[src/hw/rtl/sdti_pkg.sv]
`timescale 1ns / 1ps
// ----------------------------------------------------------------------------
// sdti_pkg
// Shared constants, types and the sine table for the degree sine lookup.
// ----------------------------------------------------------------------------
package sdti_pkg;

	// angle and result widths
	localparam int AngleW = 16;
	localparam int SineW  = 16;
	localparam int FracW  = 8;
	localparam int IdxW   = 7;
	localparam int FoldW  = 15;   // folded angle stays within 0..90 degrees
	localparam int PointW = 15;   // table entries are at most 0x7fff
	localparam int DeltaW = 10;   // largest step between entries is 0x23c

	// angles in 8.8 fixed point
	localparam logic [AngleW-1:0] Ang180 = 16'd46080;
	localparam logic [AngleW-1:0] Ang90  = 16'd23040;
	localparam logic [IdxW-1:0]   IdxLast = 7'd90;

	// rounding constant for the interpolation shift
	localparam logic [DeltaW+FracW-1:0] RoundHalf = 18'd128;

	// result of the angle fold
	typedef struct packed {
		logic [FoldW-1:0] angle;
		logic             negate;
	} fold_t;

	// secant-optimised sine points, one per degree
	localparam logic [PointW-1:0] SinePoints [91] = '{
		15'h0000, 15'h023c, 15'h0478, 15'h06b3, 15'h08ee, 15'h0b28, 15'h0d61, 15'h0f9a,
		15'h11d1, 15'h1406, 15'h163a, 15'h186d, 15'h1a9d, 15'h1ccb, 15'h1ef8, 15'h2121,
		15'h2348, 15'h256d, 15'h278e, 15'h29ad, 15'h2bc8, 15'h2ddf, 15'h2ff4, 15'h3204,
		15'h3410, 15'h3619, 15'h381d, 15'h3a1d, 15'h3c18, 15'h3e0f, 15'h4001, 15'h41ed,
		15'h43d5, 15'h45b7, 15'h4794, 15'h496c, 15'h4b3d, 15'h4d09, 15'h4ecf, 15'h508e,
		15'h5248, 15'h53fb, 15'h55a7, 15'h574d, 15'h58eb, 15'h5a83, 15'h5c14, 15'h5d9e,
		15'h5f20, 15'h609b, 15'h620f, 15'h637a, 15'h64df, 15'h663b, 15'h678f, 15'h68db,
		15'h6a1f, 15'h6b5b, 15'h6c8e, 15'h6db9, 15'h6edb, 15'h6ff5, 15'h7106, 15'h720e,
		15'h730d, 15'h7403, 15'h74f0, 15'h75d4, 15'h76af, 15'h7781, 15'h7849, 15'h7908,
		15'h79bd, 15'h7a69, 15'h7b0c, 15'h7ba5, 15'h7c34, 15'h7cb9, 15'h7d35, 15'h7da7,
		15'h7e0f, 15'h7e6e, 15'h7ec2, 15'h7f0d, 15'h7f4e, 15'h7f85, 15'h7fb1, 15'h7fd4,
		15'h7fed, 15'h7ffc, 15'h7fff
	};

	// table read, clamped to the last entry
	function automatic logic [PointW-1:0] sine_point(input logic [IdxW-1:0] idx);
		logic [IdxW-1:0] safe;
		safe = (idx > IdxLast) ? IdxLast : idx;
		return SinePoints[safe];
	endfunction

endpackage

[src/hw/rtl/sdti_fold.sv]
`timescale 1ns / 1ps
// ----------------------------------------------------------------------------
// sdti_fold
// Folds an 8.8 degree angle into 0..90 degrees and flags the negative half.
// ----------------------------------------------------------------------------
module sdti_fold (
	input  logic [sdti_pkg::AngleW-1:0] angle,
	output sdti_pkg::fold_t             fold
);
	import sdti_pkg::*;

	logic [AngleW-1:0] half;
	logic              upper;
	logic [AngleW-1:0] mirrored;

	// lower half-turn, with the negate flag for the upper one
	assign upper = (angle >= Ang180);
	assign half  = upper ? (angle - Ang180) : angle;

	// mirror the second quadrant onto the first
	assign mirrored = (half > Ang90) ? (Ang180 - half) : half;

	assign fold.angle  = mirrored[FoldW-1:0];
	assign fold.negate = upper;

endmodule

[src/hw/rtl/sine_degrees_table_interp.sv]
`timescale 1ns / 1ps
// ----------------------------------------------------------------------------
// sine_degrees_table_interp
// Sine of an 8.8 fixed-point angle in degrees, returned in signed Q1.15,
// by a 91-point table and linear interpolation on the angle fraction.
//
//   channel  signals                          beat carries
//   input    angle_valid / angle_stall        angle, 8.8 degrees, unsigned
//   output   sine_valid  / sine_stall         sine, Q1.15, signed
//
// One beat in and one beat out per clock while the output is not stalled; each
// beat is registered in turn in the fold, table read, interpolation multiply and sign stages.
// Every stage holds its own valid bit and moves on when the next is free, so
// a stall at the output fills empty stages first and loses no beat.
// angle_stall is high only when the first stage is full and cannot advance.
// Reset clears all valid bits; the block is stateless otherwise.
// ----------------------------------------------------------------------------
module sine_degrees_table_interp (
	input  logic                        clk,
	input  logic                        arst_n,
	input  logic                        angle_valid,
	output logic                        angle_stall,
	input  logic [sdti_pkg::AngleW-1:0] angle,
	output logic                        sine_valid,
	input  logic                        sine_stall,
	output logic [sdti_pkg::SineW-1:0]  sine
);
	import sdti_pkg::*;

	fold_t fold;

	logic valid_s1, valid_s2, valid_s3, valid_s4;
	logic rdy_s1, rdy_s2, rdy_s3, rdy_s4;

	fold_t               fold_s1;
	logic [PointW-1:0]   lo_s2, lo_s3;
	logic [DeltaW-1:0]   delta_s2;
	logic [FracW-1:0]    frac_s2;
	logic                neg_s2, neg_s3;
	logic [DeltaW-1:0]   corr_s3;
	logic [SineW-1:0]    sine_s4;

	logic [IdxW-1:0]         idx;
	logic [PointW-1:0]       lo_pt, hi_pt;
	logic [DeltaW+FracW-1:0] prod;
	logic [SineW-1:0]        mag;

	// stage readiness, back from the output
	assign rdy_s4 = !valid_s4 || !sine_stall;
	assign rdy_s3 = !valid_s3 || rdy_s4;
	assign rdy_s2 = !valid_s2 || rdy_s3;
	assign rdy_s1 = !valid_s1 || rdy_s2;
	assign angle_stall = !rdy_s1;

	// valid bits
	always_ff @(posedge clk or negedge arst_n) begin
		if (!arst_n) begin
			valid_s1 <= 1'b0;
			valid_s2 <= 1'b0;
			valid_s3 <= 1'b0;
			valid_s4 <= 1'b0;
		end else begin
			if (rdy_s1) valid_s1 <= angle_valid;
			if (rdy_s2) valid_s2 <= valid_s1;
			if (rdy_s3) valid_s3 <= valid_s2;
			if (rdy_s4) valid_s4 <= valid_s3;
		end
	end

	// stage 1: fold into the first quadrant
	sdti_fold u_fold (
		.angle (angle),
		.fold  (fold)
	);

	always_ff @(posedge clk) begin
		if (rdy_s1 && angle_valid) begin
			fold_s1 <= fold;
		end
	end

	// stage 2: read the two neighbouring table points
	assign idx   = fold_s1.angle[FoldW-1:FracW];
	assign lo_pt = sine_point(idx);
	assign hi_pt = (idx < IdxLast) ? sine_point(idx + 7'd1) : lo_pt;

	always_ff @(posedge clk) begin
		if (rdy_s2 && valid_s1) begin
			lo_s2    <= lo_pt;
			delta_s2 <= DeltaW'(hi_pt - lo_pt);
			frac_s2  <= fold_s1.angle[FracW-1:0];
			neg_s2   <= fold_s1.negate;
		end
	end

	// stage 3: scale the step by the fraction, rounded
	assign prod = ({{FracW{1'b0}}, delta_s2} * {{DeltaW{1'b0}}, frac_s2}) + RoundHalf;

	always_ff @(posedge clk) begin
		if (rdy_s3 && valid_s2) begin
			corr_s3 <= prod[DeltaW+FracW-1:FracW];
			lo_s3   <= lo_s2;
			neg_s3  <= neg_s2;
		end
	end

	// stage 4: add and apply the sign
	assign mag = {1'b0, lo_s3} + {{(SineW-DeltaW){1'b0}}, corr_s3};

	always_ff @(posedge clk) begin
		if (rdy_s4 && valid_s3) begin
			sine_s4 <= neg_s3 ? SineW'(~mag + 16'd1) : mag;
		end
	end

	assign sine_valid = valid_s4;
	assign sine       = sine_s4;

	// the input is held off only while the first stage is occupied
	a_stall_full: assert property (@(posedge clk) disable iff (!arst_n)
		angle_stall |-> valid_s1)
		else $error("input stalled with an empty first stage");

	// the magnitude never reaches full scale
	a_no_min: assert property (@(posedge clk) disable iff (!arst_n)
		sine_valid |-> (sine != 16'h8000))
		else $error("sine result at negative full scale");

	// a stalled output beat stays put until taken
	a_out_hold: assert property (@(posedge clk) disable iff (!arst_n)
		(sine_valid && sine_stall) |=> (sine_valid && $stable(sine)))
		else $error("stalled output beat changed");

	// a beat held in stage 3 never vanishes while stage 4 waits
	a_s3_keep: assert property (@(posedge clk) disable iff (!arst_n)
		(valid_s3 && !rdy_s4) |=> valid_s3)
		else $error("stage 3 beat lost during stall");

endmodule

[config.mk]
export PLATFORM = sky130hd
export DESIGN_NAME = sine_degrees_table_interp
export DESIGN_NICKNAME = d
export VERILOG_FILES = /design/src/hw/rtl/sdti_pkg.sv /design/src/hw/rtl/sdti_fold.sv /design/src/hw/rtl/sine_degrees_table_interp.sv
export SDC_FILE = /design/constraint.sdc
export NUM_CORES = 1
export LEC_CHECK = 0
export ABC_AREA = 1
export BUFFER_PORTS_ARGS = -buffer_cell sky130_fd_sc_hd__buf_4
export CAP_MARGIN = 20
export CORE_MARGIN = 1
export CORE_UTILIZATION = 64
export DETAILED_ROUTE_END_ITERATION = 6
export PLACE_DENSITY = 0.93
export SETUP_SLACK_MARGIN = 0.15
export SLEW_MARGIN = 10
export SYNTH_ARGS = -nofsm -noshare
export SYNTH_HDL_FRONTEND = slang
export SYNTH_SLANG_ARGS = --single-unit
export TNS_END_PERCENT = 5
[constraint.sdc]
create_clock -name clk -period 6.42 [get_ports clk]
set_input_delay 0.963 -clock clk [delete_from_list [all_inputs] [get_ports clk]]
set_output_delay 0.963 -clock clk [all_outputs]
set_load 0.02 [all_outputs]
==> impl_metrics.py <==
metrics = {
    "status": {
        "outcome": "finished, violations left",
        "failed_checks": "DRC",
    },
    "timing": {
        "tightest_slew_ns": 0.945,
        "tns_ns": 0,
        "slew_viol_final": 0,
        "finalSetupViolCount": 0,
        "clock.fmax_mhz": 181,
        "setup_slack_ns": 0.910,
        "period_share_pct": 85.8,
        "rsz0062_at_grt": "false",
        "hold_viol_final": 0,
        "post-route-min-period_ns": 5.51,
        "clock_skew_ns": 0.0111,
        "worst_slew_margin_rel_pct": 36.9,
        "hold_ws_ns": 0.384,
    },
    "yosys": {
        "synth_compound_area_share_pct": 13.5,
        "synthCells": 1434,
        "synth_xor_area_share_pct": 4.50,
        "ys_async_sr_fraction_pct": 4.17,
        "yosys.area_share.simple_pct": 23.7,
        "synth-main-ff-cell": "edfxtp_1",
        "synth_mux_area_share_pct": 0,
        "syn_area_per_cell_sq_um": 7.46,
        "synth_cell_types": 58,
        "synth_edf_count": 92,
        "synth_fp_nets": 1588,
        "ys_seq_area_share_pct": 26.8,
        "syn-cell-area_sq_mm": 0.0107,
        "ys_warn_count": 0,
        "synthAdderAreaFrac_pct": 19.1,
        "ys_ff_latch": 96,
        "synth_top_family_by_area": "simple AND/OR/NAND/NOR gates",
    },
    "power_and_ir_drop": {
        "p_sw_share_pct": 51.6,
        "switchingPower_mw": 3.71,
        "power_frac_comb_pct": 73.3,
        "power_density_mw_per_mm2": 636,
        "leakage_nw": 5.78,
        "fin_total_pwr_mw": 7.19,
        "p_clk_share_pct": 8.2,
        "vdd.ir_drop.worst_mv": 1.02,
        "intPower_mw": 3.49,
        "power_frac_seq_pct": 18.6,
    },
    "die": {
        "initial_utilization_pct": 66.4,
        "die_area_sq_mm": 0.0172,
        "die_h_um": 131,
        "core_area_sq_mm": 0.0161,
        "die_x_um": 131,
        "num_rows": 46,
        "num_io_pins": 38,
    },
    "layout": {
        "mostFrequentLayoutCell": "nand2_1",
        "diodes": 0,
        "final_area_sq_mm": 0.0113,
        "drive_above_1_share_pct": 7.89,
        "area_delta_synth_final_pct": 5.70,
        "nNetsFinal": 1593,
        "layout_common_cells": "nand2_1 (334), inv_1 (250), nand3_1 (92), edfxtp_1 (92), nor2_1 (89)",
    },
    "cts": {
        "cts_tree": "done",
        "clk_latency_ns": 0.36,
        "path_clk_slew_ns": 0.07,
        "clockBufferDepth": 2,
        "cts_sinks": 96,
        "cts_root_buf": "clkbuf_16",
        "ctsResizeCount": 0,
        "cts_buffers": 9,
        "holdBufCountCts": 0,
        "cts_setup_buffers": 0,
        "h-tree-depth": 3,
    },
    "placement": {
        "dp_hpwl_mm": 22.7,
        "place.gp.congestion": 1.08,
        "io_buffers": 37,
        "pre_cts_slack_ns": 1.11,
        "placed_area_sq_mm": 0.0110,
    },
    "critical_path": {
        "critical_path_required_ns": 6.52,
        "start_kind": "flop",
        "slowest_stage": "edfxtp_1",
        "criticalPathCategory": "reg -> reg",
        "end_kind": "flop",
        "ff2ff_path_depth": 28,
        "max_stage_delay_ns": 0.57,
        "crit_arrival_ns": 5.61,
        "worst-path-max-fanout": 14,
    },
    "drt": {
        "drc_errors": 1,
        "drtIter0Drc": 1493,
        "drt_wl_total_mm": 30.1,
        "first_pass_iters": 7,
        "vias_per_cell": 6.14,
        "ant_nets": 0,
        "post_drt_wl_per_cell_um": 18.1,
        "vias": 10200,
    },
    "min_path": {
        "hold_path.class": "in -> async",
    },
    "grt": {
        "antenna_found_initial": 0,
        "grt_max_degree": 35,
        "grt_pass1_vias": 9810,
        "grt_pass1_wl_mm": 48.6,
        "grt_overflow": 0,
        "grt_usage_pct": 35.4,
    },
    "job": {
        "drv_cap": 0,
    },
}
[cell usage after synthesis (5+ instances only)]
master	count	area [sq um]
buf_6	9	101
buf_4	5	37.5
edfxtp_1	92	2760
nand2_4	6	67.6
inv_1	250	938
nor2_1	90	338
a21oi_1	76	380
nand2_2	13	81.3
nand4_1	12	75.1
nor3_1	14	70.1
inv_2	15	56.3
xnor2_1	13	114
clkbuf_1	23	86.3
o21ai_0	81	405
o21ai_1	17	85.1
nand3_1	92	460
nand2_1	334	1250
xor2_1	42	368
nor2_2	5	31.3
fa_1	49	981
a31oi_1	14	87.6
ha_1	85	1060
buf_2	10	50.1
o31ai_1	7	52.6
o211ai_1	19	143
[stage by stage]
stage | instances | util, %
4_1_cts | 1660 | 70.1
3_3_place_gp | 1644 | 68.1
5_1_grt | 1660 | 70.1
2_1_floorplan | 1434 | -
6_report | 1660 | 70.1
3_5_place_dp | 1644 | 68.1
[routing by layer]
layer / GRT usage (%) / vias to the layer above / wire [um]
met3: 8.45 / 166 / 3110
met4: 18.1 / 0 / 1610
met2: 57.7 / 690 / 13900
met5: 0 / - / 0
met1: 43.8 / 4666 / 11500
li1: - / 4668 / -
[logic make-up after synthesis]
family,after synthesis
compound gates,248
xor+xnor,55
fa+ha+maj,134
buf+inv,319
flops,96
simple gates,582
[flip-flops by register name (all words and copies together), names as in the netlist]
register and flops:
valid_s3 1, frac_s2 8, corr_s3 10, fold_s1 16, valid_s2 1, neg_s3 1
lo_s3 15, delta_s2 10, neg_s2 1, sine 16, lo_s2 15, sine_valid 1
valid_s1 1
[power groups by stage]
stage	Combinational (mW)	Clock [mW]	Sequential [mW]
CTS	5.19	0.583	1.33
finish	5.27	0.587	1.34
global route	5.88	0.614	1.35
floorplan	3.86	0	1.28
global placement	4.79	0	1.33
detailed placement	5.09	0	1.34
[worst max-delay path, delay by kind of cell, from the launching register on]
kind | cells | cell delay, ns
adder cells (fa/ha/maj) | 4 | 1.35
XOR/XNOR | 1 | 0.09
AO/OA/AOI/OAI | 6 | 0.97
buffers and inverters | 5 | 0.67
AND/OR/NAND/NOR | 12 | 1.59
flip-flops | 1 | 0.57
[worst paths after layout]
path	startpoint	end	slack, ns
setup / recovery	fold_s1[9]$_DFFE_PP_	delta_s2[8]$_DFFE_PP_	0.91
hold / removal	arst_n	valid_s3$_DFFE_PN0P_	0.38
max in group asynchronous	arst_n	valid_s1$_DFFE_PN0N_	5.93
min in group clk	neg_s2$_DFFE_PP_	neg_s3$_DFFE_PP_	0.42
hold reg to reg	neg_s2$_DFFE_PP_	neg_s3$_DFFE_PP_	0.42
setup reg to reg	fold_s1[9]$_DFFE_PP_	delta_s2[8]$_DFFE_PP_	0.91
[final cells by class]
type / count / area, sq um
clock buffer: 10 / 239
clock inverter: 6 / 85.1
tap: 216 / 270
inverter: 270 / 1020
timing repair buffer: 43 / 323
fill: 1240 / 4810
multi-input combinational: 1019 / 6500
sequential: 96 / 2860
Note: power is estimated with default switching activity, not from simulation.
